`config.mk`:
```
export PLATFORM = sky130hd
export DESIGN_NAME = indexed_array_list
export DESIGN_NICKNAME = d
export VERILOG_FILES = /design/src/hdl/ial_pkg.sv /design/src/hdl/ial_ram.sv /design/src/hdl/indexed_array_list.sv
export VERILOG_INCLUDE_DIRS = /design/src /design/src/hdl
export SDC_FILE = /design/constraint.sdc
export NUM_CORES = 1
export LEC_CHECK = 0
export CELL_PAD_IN_SITES_DETAIL_PLACEMENT = 1
export CELL_PAD_IN_SITES_GLOBAL_PLACEMENT = 1
export CORE_ASPECT_RATIO = 0.5
export CORE_MARGIN = 3
export CORE_UTILIZATION = 40
export CTS_CLUSTER_SIZE = 24
export DETAILED_ROUTE_END_ITERATION = 16
export DONT_BUFFER_PORTS = 1
export HOLD_SLACK_MARGIN = 0.06
export PLACE_DENSITY = 0.62
export SLEW_MARGIN = 10
export SYNTH_ARGS = -nofsm -noshare
export SYNTH_HDL_FRONTEND = slang
export SYNTH_SLANG_ARGS = --single-unit
```
`constraint.sdc`:
```
create_clock -name clk_i -period 4.6 [get_ports clk_i]
set_input_delay 0 -clock clk_i [delete_from_list [all_inputs] [get_ports clk_i]]
set_output_delay 0 -clock clk_i [all_outputs]
set_load 0.05 [all_outputs]
```
`src/hdl/indexed_array_list_defines.svh`:
```
// Assertion macros for the indexed array list RTL.
`ifndef INDEXED_ARRAY_LIST_DEFINES_SVH
`define INDEXED_ARRAY_LIST_DEFINES_SVH

`ifndef SYNTH
// Check a property on every clock edge outside reset.
`define IAL_ASSERT(lbl, prop) \
  lbl: assert property (@(posedge clk_i) disable iff (!rst_ni) (prop)) \
    else $error("indexed_array_list assertion failed");
// Check a property on every clock edge, reset included.
`define IAL_ASSERT_ALWAYS(lbl, prop) \
  lbl: assert property (@(posedge clk_i) (prop)) \
    else $error("indexed_array_list assertion failed");
`else
`define IAL_ASSERT(lbl, prop)
`define IAL_ASSERT_ALWAYS(lbl, prop)
`endif

`endif

```
`src/hdl/ial_pkg.sv`:
```
// Types and constants of the indexed array list.
package ial_pkg;

  // Store size and derived widths
  localparam int CAPACITY = 16;
  localparam int AW       = $clog2(CAPACITY);
  localparam int LW       = $clog2(CAPACITY + 1);
  localparam int XW       = LW + 1;
  localparam int DW       = 32;

  // Stream payload widths
  localparam int IN_TDATA_W  = 40;
  localparam int OUT_TDATA_W = 48;

  typedef enum logic [2:0] {
    OP_READ       = 3'd0,
    OP_APPEND     = 3'd1,
    OP_INSERT     = 3'd2,
    OP_REMOVE_AT  = 3'd3,
    OP_REMOVE_VAL = 3'd4
  } op_e;

  typedef enum logic [1:0] {
    STS_OK        = 2'd0,
    STS_RANGE     = 2'd1,
    STS_NOT_FOUND = 2'd2,
    STS_FULL      = 2'd3
  } status_e;

  typedef enum logic [3:0] {
    ST_IDLE,
    ST_DISPATCH,
    ST_RD_WAIT,
    ST_UP_MOVE,
    ST_PUT,
    ST_SEARCH,
    ST_DN_MOVE,
    ST_RESULT
  } state_e;

endpackage

```
`src/hdl/ial_ram.sv`:
```
// Generic single-write, single-read RAM with registered read data.
module ial_ram #(
  parameter int WIDTH = 32,
  parameter int DEPTH = 16
) (
  input  logic                     clk_i,
  input  logic                     wr_en_i,
  input  logic [$clog2(DEPTH)-1:0] wr_addr_i,
  input  logic [WIDTH-1:0]         wr_data_i,
  input  logic                     rd_en_i,
  input  logic [$clog2(DEPTH)-1:0] rd_addr_i,
  output logic [WIDTH-1:0]         rd_data_o
);

  logic [WIDTH-1:0] mem_q [DEPTH];
  logic [WIDTH-1:0] rd_data_q;

  // Write port
  always_ff @(posedge clk_i) begin
    if (wr_en_i) begin
      mem_q[wr_addr_i] <= wr_data_i;
    end
  end

  // Registered read port
  always_ff @(posedge clk_i) begin
    if (rd_en_i) begin
      rd_data_q <= mem_q[rd_addr_i];
    end
  end

  assign rd_data_o = rd_data_q;

endmodule

```
`src/hdl/indexed_array_list.sv`:
```
// Indexed array list: ordered list of signed words with insert/remove by index and value.
// Each walk moves one store entry per cycle through one RAM port.
// One transaction at a time; the next is accepted in the cycle after the result is set.
// Reset clears the element count and the handshake state; the store itself is not cleared.
`include "indexed_array_list_defines.svh"

module indexed_array_list (
  input  logic                            clk_i,
  input  logic                            rst_ni,
  input  logic                            s_axis_tvalid,
  output logic                            s_axis_tready,
  // [2:0] op, [6:3] position, [38:7] element, [39] zero
  input  logic [ial_pkg::IN_TDATA_W-1:0]  s_axis_tdata,
  output logic                            m_axis_tvalid,
  input  logic                            m_axis_tready,
  // [31:0] data_out, [35:32] found_at, [37:36] status, [42:38] fill, [47:43] zero
  output logic [ial_pkg::OUT_TDATA_W-1:0] m_axis_tdata
);

  import ial_pkg::*;

  state_e          state_q, state_d;
  op_e             op_q, op_d;
  logic [3:0]      pos_q, pos_d;
  logic [DW-1:0]   elem_q, elem_d;
  logic [LW-1:0]   len_q, len_d;
  logic [AW-1:0]   k_q, k_d;
  logic [DW-1:0]   data_q, data_d;
  logic [AW-1:0]   found_q, found_d;
  status_e         status_q, status_d;
  logic            out_valid_q, out_valid_d;
  logic [OUT_TDATA_W-1:0] out_data_q, out_data_d;

  logic            ram_we;
  logic [AW-1:0]   ram_waddr;
  logic [DW-1:0]   ram_wdata;
  logic            ram_re;
  logic [AW-1:0]   ram_raddr;
  logic [DW-1:0]   ram_rdata;

  logic            in_fire;
  logic            out_free;
  logic [XW-1:0]   pos_x, len_x, k_x;
  logic            pos_lt_len, pos_gt_len, pos_eq_len, not_full;
  logic            k1_lt_len, k2_lt_len, up_last, hit;

  // Element store
  ial_ram #(
    .WIDTH(DW),
    .DEPTH(CAPACITY)
  ) u_store (
    .clk_i    (clk_i),
    .wr_en_i  (ram_we),
    .wr_addr_i(ram_waddr),
    .wr_data_i(ram_wdata),
    .rd_en_i  (ram_re),
    .rd_addr_i(ram_raddr),
    .rd_data_o(ram_rdata)
  );

  // Handshake
  assign s_axis_tready = (state_q == ST_IDLE);
  assign in_fire       = s_axis_tvalid && s_axis_tready;
  assign out_free      = !out_valid_q || m_axis_tready;
  assign m_axis_tvalid = out_valid_q;
  assign m_axis_tdata  = out_data_q;

  // Shared compare unit
  assign pos_x      = XW'(pos_q);
  assign len_x      = XW'(len_q);
  assign k_x        = XW'(k_q);
  assign pos_lt_len = pos_x < len_x;
  assign pos_gt_len = pos_x > len_x;
  assign pos_eq_len = pos_x == len_x;
  assign not_full   = len_x < XW'(CAPACITY);
  assign k1_lt_len  = (k_x + XW'(1)) < len_x;
  assign k2_lt_len  = (k_x + XW'(2)) < len_x;
  assign up_last    = (k_x - XW'(1)) == pos_x;
  assign hit        = (op_q == OP_REMOVE_AT) || (ram_rdata == elem_q);

  // Next state
  always_comb begin
    state_d = state_q;
    case (state_q)
      ST_IDLE: begin
        if (in_fire) state_d = ST_DISPATCH;
      end
      ST_DISPATCH: begin
        state_d = ST_RESULT;
        case (op_q)
          OP_READ:       if (pos_lt_len) state_d = ST_RD_WAIT;
          OP_INSERT:     if (!pos_gt_len && not_full && !pos_eq_len) state_d = ST_UP_MOVE;
          OP_REMOVE_AT:  if (pos_lt_len) state_d = ST_SEARCH;
          OP_REMOVE_VAL: if (len_q != '0) state_d = ST_SEARCH;
          default:       state_d = ST_RESULT;
        endcase
      end
      ST_RD_WAIT:  state_d = ST_RESULT;
      ST_UP_MOVE:  if (up_last) state_d = ST_PUT;
      ST_PUT:      state_d = ST_RESULT;
      ST_SEARCH: begin
        if (hit) begin
          state_d = k1_lt_len ? ST_DN_MOVE : ST_RESULT;
        end else if (!k1_lt_len) begin
          state_d = ST_RESULT;
        end
      end
      ST_DN_MOVE:  if (!k2_lt_len) state_d = ST_RESULT;
      ST_RESULT:   if (out_free) state_d = ST_IDLE;
      default:     state_d = ST_IDLE;
    endcase
  end

  // Datapath and store control
  always_comb begin
    op_d        = op_q;
    pos_d       = pos_q;
    elem_d      = elem_q;
    len_d       = len_q;
    k_d         = k_q;
    data_d      = data_q;
    found_d     = found_q;
    status_d    = status_q;
    out_valid_d = out_valid_q;
    out_data_d  = out_data_q;
    ram_we      = 1'b0;
    ram_waddr   = k_q;
    ram_wdata   = ram_rdata;
    ram_re      = 1'b0;
    ram_raddr   = k_q;

    // Drop the result once taken
    if (out_valid_q && m_axis_tready) out_valid_d = 1'b0;

    case (state_q)
      ST_IDLE: begin
        if (in_fire) begin
          op_d   = op_e'(s_axis_tdata[2:0]);
          pos_d  = s_axis_tdata[6:3];
          elem_d = s_axis_tdata[38:7];
        end
      end
      ST_DISPATCH: begin
        data_d   = '0;
        found_d  = '0;
        status_d = STS_OK;
        case (op_q)
          OP_READ: begin
            if (pos_lt_len) begin
              ram_re    = 1'b1;
              ram_raddr = AW'(pos_q);
            end else begin
              status_d = STS_RANGE;
            end
          end
          OP_APPEND: begin
            if (not_full) begin
              ram_we    = 1'b1;
              ram_waddr = AW'(len_q);
              ram_wdata = elem_q;
              len_d     = len_q + LW'(1);
            end else begin
              status_d = STS_FULL;
            end
          end
          OP_INSERT: begin
            if (pos_gt_len) begin
              status_d = STS_RANGE;
            end else if (!not_full) begin
              status_d = STS_FULL;
            end else if (pos_eq_len) begin
              ram_we    = 1'b1;
              ram_waddr = AW'(pos_q);
              ram_wdata = elem_q;
              len_d     = len_q + LW'(1);
            end else begin
              // Start the upward shift from the last element
              k_d       = AW'(len_q);
              ram_re    = 1'b1;
              ram_raddr = AW'(len_q - LW'(1));
            end
          end
          OP_REMOVE_AT: begin
            if (pos_lt_len) begin
              k_d       = AW'(pos_q);
              ram_re    = 1'b1;
              ram_raddr = AW'(pos_q);
            end else begin
              status_d = STS_RANGE;
            end
          end
          OP_REMOVE_VAL: begin
            if (len_q != '0) begin
              k_d       = '0;
              ram_re    = 1'b1;
              ram_raddr = '0;
            end else begin
              status_d = STS_NOT_FOUND;
            end
          end
          default: status_d = STS_RANGE;
        endcase
      end
      ST_RD_WAIT: begin
        data_d = ram_rdata;
      end
      ST_UP_MOVE: begin
        // Move one element up and fetch the one below
        ram_we    = 1'b1;
        ram_waddr = k_q;
        ram_wdata = ram_rdata;
        if (!up_last) begin
          ram_re    = 1'b1;
          ram_raddr = k_q - AW'(2);
          k_d       = k_q - AW'(1);
        end
      end
      ST_PUT: begin
        ram_we    = 1'b1;
        ram_waddr = AW'(pos_q);
        ram_wdata = elem_q;
        len_d     = len_q + LW'(1);
      end
      ST_SEARCH: begin
        if (hit) begin
          data_d  = ram_rdata;
          found_d = (op_q == OP_REMOVE_VAL) ? k_q : '0;
          if (k1_lt_len) begin
            ram_re    = 1'b1;
            ram_raddr = k_q + AW'(1);
          end else begin
            len_d = len_q - LW'(1);
          end
        end else if (k1_lt_len) begin
          ram_re    = 1'b1;
          ram_raddr = k_q + AW'(1);
          k_d       = k_q + AW'(1);
        end else begin
          status_d = STS_NOT_FOUND;
        end
      end
      ST_DN_MOVE: begin
        // Move one element down and fetch the next
        ram_we    = 1'b1;
        ram_waddr = k_q;
        ram_wdata = ram_rdata;
        if (k2_lt_len) begin
          ram_re    = 1'b1;
          ram_raddr = k_q + AW'(2);
          k_d       = k_q + AW'(1);
        end else begin
          len_d = len_q - LW'(1);
        end
      end
      ST_RESULT: begin
        if (out_free) begin
          out_valid_d = 1'b1;
          out_data_d  = {5'b0, 5'(len_q), status_q, 4'(found_q), data_q};
        end
      end
      default: ;
    endcase
  end

  // Control registers
  always_ff @(posedge clk_i or negedge rst_ni) begin
    if (!rst_ni) begin
      state_q     <= ST_IDLE;
      len_q       <= '0;
      out_valid_q <= 1'b0;
    end else begin
      state_q     <= state_d;
      len_q       <= len_d;
      out_valid_q <= out_valid_d;
    end
  end

  // Payload registers
  always_ff @(posedge clk_i) begin
    op_q       <= op_d;
    pos_q      <= pos_d;
    elem_q     <= elem_d;
    k_q        <= k_d;
    data_q     <= data_d;
    found_q    <= found_d;
    status_q   <= status_d;
    out_data_q <= out_data_d;
  end

  `IAL_ASSERT(a_len_bound, len_q <= LW'(CAPACITY))
  `IAL_ASSERT(a_len_change_at_end, (len_q != $past(len_q)) |-> (state_q == ST_RESULT))
  `IAL_ASSERT(a_accept_dispatch, in_fire |=> (state_q == ST_DISPATCH))
  `IAL_ASSERT(a_write_dense, ram_we |-> (XW'(ram_waddr) <= len_x))

endmodule

```
* After elaboration in Yosys (flattened, before gate mapping)
Memory sizes are Yosys's and may differ from the RTL's. A register that Yosys moved wholly into a read port is not among the register bits.
Cells that the tools add are included.
** Cells by class
- Bitwise gates (word level) :: 0
- Multiplexer cells :: 86
- Reduce and logical (&&, ||, !) cells :: 27
- Divide/modulo/power cells :: 0
- Shift-type cells :: 0
- Add/subtract/negate cells :: 9
- Magnitude comparators :: 5
- Multiply operators :: 0
- Eq/ne operators :: 31
** Operators by type and width (number)
- 32-bit 2-to-1 mux :: 5
- 32-bit one-hot mux with 2 select lines :: 2
- 4-bit 2-to-1 mux :: 26
- 32-bit one-hot mux with 3 select lines :: 1
- 4-bit one-hot mux with 4 select lines :: 3
- 5-bit 2-to-1 mux :: 7
- 32-bit == test :: 1
- 4-bit one-hot mux with 7 select lines :: 1
- 4-bit one-hot mux with 2 select lines :: 3
- 4-bit one-hot mux with 3 select lines :: 2
- 5-bit one-hot mux with 4 select lines :: 1
- 1-bit 2-to-1 mux :: 19
- 3-bit inequality test (second input constant) :: 6
- 4-bit by 3-bit == test with 1-bit output (second input constant) :: 4
- 2-bit inequality test (second input constant) :: 8
- 2-bit 2-to-1 mux :: 7
- 5-bit < comparator :: 2
- 5-bit one-hot mux with 2 select lines :: 1
- 9-bit AND reduction :: 1
- 4-bit by 2-bit == test with 1-bit output (second input constant) :: 2
- 2-bit one-hot mux with 4 select lines :: 1
- 2-bit AND reduction :: 4
- 8-bit AND reduction :: 1
- 4-bit nonzero test :: 2
- other kinds (38) :: 48
** Word-level totals
- ROM bits :: 0
- Bits of input ports :: 44
- Output and inout bits :: 50
- Bits in registers :: 134
- Memory bits (writable) :: 512
- Word-level logic and storage cells :: 170
- Memories kept :: 1
- Bits in latches :: 0
** Memory list
- u_store.mem_q :: depth 16, width 32, read ports 1, clocked after Yosys merged registers in 1, write ports 1, line ial_ram.sv:15 : logic [WIDTH-1:0] mem_q [DEPTH];

* Logic depth before layout (Yosys ltp)
- Depth after elaboration :: 8
- Mapped depth :: 17
- Depth with buffers taken out :: 12

* Cells and area by module
Synthesis repeated with hierarchy kept, for this count alone.
** Second synthesis, totals
- Cell total of the unflattened synthesis :: 1478
- Area, all modules :: 27189.8 µm²
** By module, submodules not included
- ial_ram :: seq. area each 16335.7 µm², times used 1, cells each 838, area each 20155.6 µm²
- indexed_array_list :: seq. area each 3948.8 µm², times used 1, cells each 640, area each 7034.2 µm²

* Worst setup path before layout
No wires, ideal clock.
- Kind :: reg2reg
- Start :: register len_q[2]
- End :: memory u_store.mem_q[9][0], enable pin
- Setup slack :: -94 ps
- Data required time :: 4179 ps
- Path buffers :: 2
- Period minus slack after synthesis :: 4694 ps
- Cell stages (with the launch flop) :: 12
- Data arrival time :: 4273 ps
- Library setup time :: 421 ps
- Path through :: dfrtp_1 > clkbuf_1 > inv_1 > ha_1 > and4_1 > a21oi_1 > or4_1 > a21o_1 > clkbuf_1 > a222oi_1 > nand3_1 > nor2_1
** Between the ends
- Word-level cells in the longest chain between the ends :: 8
- Elaborated cells between the ends (all ways) :: 17
** RTL lines
- start: declaration :: line indexed_array_list.sv:26 : logic [LW-1:0] len_q, len_d;
- start signal: assignment :: line indexed_array_list.sv:273 : len_q <= len_d;
- branches (longest 8 deep; another with 5-bit < comparator)
- end: declaration :: line ial_ram.sv:15
Parallel ways; which one is timed is not known.

* Worst setup path in the final report
- Start :: register k_q[1]
- End :: register u_store.rd_data_q[6], in the netlist u_store.rd_data_o[6], read port of u_store.mem_q, data pin
** Between the ends
- Word-level cells in the longest chain between the ends :: 5
- Elaborated cells between the ends (all ways) :: 23
** RTL lines
- start: declaration :: line indexed_array_list.sv:27 : logic [AW-1:0] k_q, k_d;
- start signal: assignment :: line indexed_array_list.sv:283 : k_q <= k_d;
- branches (longest 5 deep; another with 4-bit by 2-bit adder with 5-bit output)
- end: declaration :: line ial_ram.sv:16 : logic [WIDTH-1:0] rd_data_q;
Parallel ways; which one is timed is not known.
A chain may end at the register's enable or synchronous reset.

==> reports/metrics.cfg <==
[worst_setup_path]
crit_start=k_q[1]
path_cells=inv_1, ha_1, ha_1, a21o_1, a31oi_1, o21a_1, o211ai_1, nor4_4, buf_12, buf_12, buf_4, a21boi_1, o32ai_1, o32ai_1, a221o_1
crit_path_max_incr_delay_ps=450
required_ps=4960
arrival_ps=4700
path_delay_family=compound AO/OA/AOI/OAI gates
endpoint_kind=flip-flop
startpoint_type=flip-flop
worstPathMaxFanout=50
r2r-start=k_q[1]
crit_slowest_cell=edfxtp_1
cp_num_buf_inv=4
crit_type=reg -> reg

[sta]
setup_viol=0
drv_slew=0
rsz0062_at_grt=false
finalHoldViolCount=0
worst_clock_skew_ps=31.5
post-route-period-util_pct=94.2
hold_slack_ps=195
worst_slew_pin_slew_ps=1200
max_freq_ghz=0.231
relSlewSlack_pct=19.9
min_period_ps=4340

[global_route]
grtUsageMet1_pct=34.1
grt_max_degree=85
busiest_layer=met2
grt.total_usage_pct=23.3
met2_usage_pct=35.2
grt_pass1_vias=18600
grt_overflow=0
grt_pass1_wl_um=128000
use_met3_pct=5.44
grt_antenna_before_repair=2

[final_layout]
layout-drive-gt1-share_pct=14.1
area_delta_synth_final_pct=18.0
fin_nets=2130
fin_util_pct=48.1
n_fill_cell=6808
fin_area_um2=33400

[detailed_routing]
wirelength_um=87000
vias=18300
avgViaCountPerCell=5.96
ant_nets=0
drc=0
drt_first_pass_iters=5
avgRoutedWirePerCell_um=28.4
drtIter0Drc=2023

[place]
dp_hpwl_um=51200
gp_congestion=0.901
numPortBuffers=0
place_area_um2=30600

[synthesis]
syn_area_um2=28300
ys.flop_type=edfxtp_1
synth_area_per_cell_um2=14.7
synth_seq_area_share_pct=71.6
async_flop_share_pct=1.33
ys_seq_elements=677
ys_types=77
synth_top_area_cell=edfxtp_1
yosysMostFrequentCell=edfxtp_1
yosys_warnings=0
syn_inst=1930
synth_enable_flop_cells=668
netlist.area_leader.share_pct=70.8
synth_top_cells_by_area=edfxtp_1 71%, a21oi_1 2.7%, and3_1 2.2%
ys_top_cells_by_count=668 x edfxtp_1, 158 x nand2_1, 154 x a21oi_1

[clocking]
cts.repair.resized=0
numCtsBuffers=66
clkLatencyLatePin_ps=630
cts-root-buf=clkbuf_16
htree_levels=3
cts_buffer_depth=3
cts_tree=done
clk_pin_slew_ps=60
cts_post_setup_buffers_inserted=0
numClockSinks=677

[die]
num_rows=68
start_util_pct=40.7
dieHeight_um=194
pin_count=94
core_area_um2=69500
die_area_um2=74200
dieWidth_um=382

[worst_hold_path]
worstHoldPathType=in -> reg
hold_start=m_axis_tready

[run]
cap_violations=0

[status]
outcome=finished, final reports clean

timing repair:
| action | CTS | global route |
|---|---|---|
| hold buffers | 82 | 0 |
| hold endpoints to repair | 67 | 0 |
| setup endpoints to repair | 0 | 3 |
state kept, by name (all words and copies together) (netlist names):
signal             cells
u_store.mem_q        512
m_axis_tdata          43
data_q                32
elem_q                32
u_store.rd_data_o     32
len_q                  5
found_q                4
k_q                    4
pos_q                  4
op_q                   3
state_q                3
status_q               2
m_axis_tvalid          1
routing by layer:
layer	part of all wire, %	routed length [um]
met4	2.3	1980
met2	44	38400
met3	8.1	7040
met1	45	39600
met5	0	0
stage by stage:
| step | setup WS, ps | instances | TNS [ps] |
|---|---|---|---|
| floorplan | -93.7 | 1934 | -21930 |
| global placement | 305 | 2861 | 0 |
| detailed placement | 274 | 2861 | 0 |
| CTS | 218 | 3060 | 0 |
| global route | 39.2 | 3060 | 0 |
| finish | 265 | 3061 | 0 |
worst paths after layout:
check	cells after the start	end	slack, ps
max in group asynchronous	2	m_axis_tvalid	3830
worst min-delay path	3	m_axis_tvalid	190
worst min register to register	0	m_axis_tdata[5]	420
min in group asynchronous	2	len_q[3]	370
worst max-delay path	15	u_store.rd_data_o[6]	260
worst max register to register	15	u_store.rd_data_o[6]	260
cells by family (layout without fill, tap and decap cells):
family          Yosys count  after routing  share of synthesized area [%]
other cells               1              6                         0.0132
compound gates          556            556                           14.1
simple gates            425            425                           7.71
flops                   677            677                           71.6
xor+xnor                 49             49                           1.56
buf+inv                 161            342                           2.47
mux                      41             41                           1.59
fa+ha+maj                20             20                          0.884
cells in the final DEF, fill, tap and decap left out, types with 5 or more instances in the layout:
cell type	netlist	routed
a21oi_1	154	152
a211oi_1	68	68
nand2_1	158	156
ha_1	20	20
a221o_1	31	31
nor4_1	9	9
dlygate4sd3_1	0	82
clkbuf_16	0	68
o22ai_1	5	5
edfxtp_1	668	668
nor2_1	43	24
buf_12	0	41
and3_1	98	98
clkinv_2	0	10
a22oi_1	66	66
o211ai_1	8	8
nand4_1	7	7
xnor2_1	12	12
nand3_1	11	11
nand2b_1	12	12
o21ai_0	21	21
buf_4	10	87
a21boi_0	44	44
dfrtp_1	9	9
conb_1	1	5
a21boi_1	22	22
o32ai_1	62	62
nor2b_1	44	43
clkbuf_1	91	13
a311o_1	31	31
inv_1	12	12
nor3_1	13	12
xor2_1	36	36
mux2_2	33	33
clkinv_1	1	17
mux2i_1	8	8
nor2_4	0	19
area by class of cell:
| cell class | instances | area [um^2] | share of cell area [%] |
|---|---|---|---|
| multi-input combinational | 1096 | 7570 | 22.7 |
| timing repair buffer | 210 | 2290 | 6.87 |
| tap | 945 | 1180 | 3.54 |
| sequential | 677 | 20300 | 60.7 |
| inverter | 15 | 61.3 | 0.183 |
| antenna | 1 | 2.50 | 0.00749 |
| clock buffer | 82 | 1760 | 5.28 |
| clock inverter | 35 | 248 | 0.741 |
worst register-to-register path, delay by kind of cell, from the launching register on:
| kind | cells | cell delay (ps) |
|---|---|---|
| flip-flops | 1 | 450 |
| buffers and inverters | 4 | 860 |
| AND/OR/NAND/NOR | 1 | 300 |
| AO/OA/AOI/OAI | 8 | 1760 |
| adder cells (fa/ha/maj) | 2 | 730 |
Power is left out: the tool's default activity adds up to more than one toggle a clock period on the data nets, which glitch-free logic cannot reach.
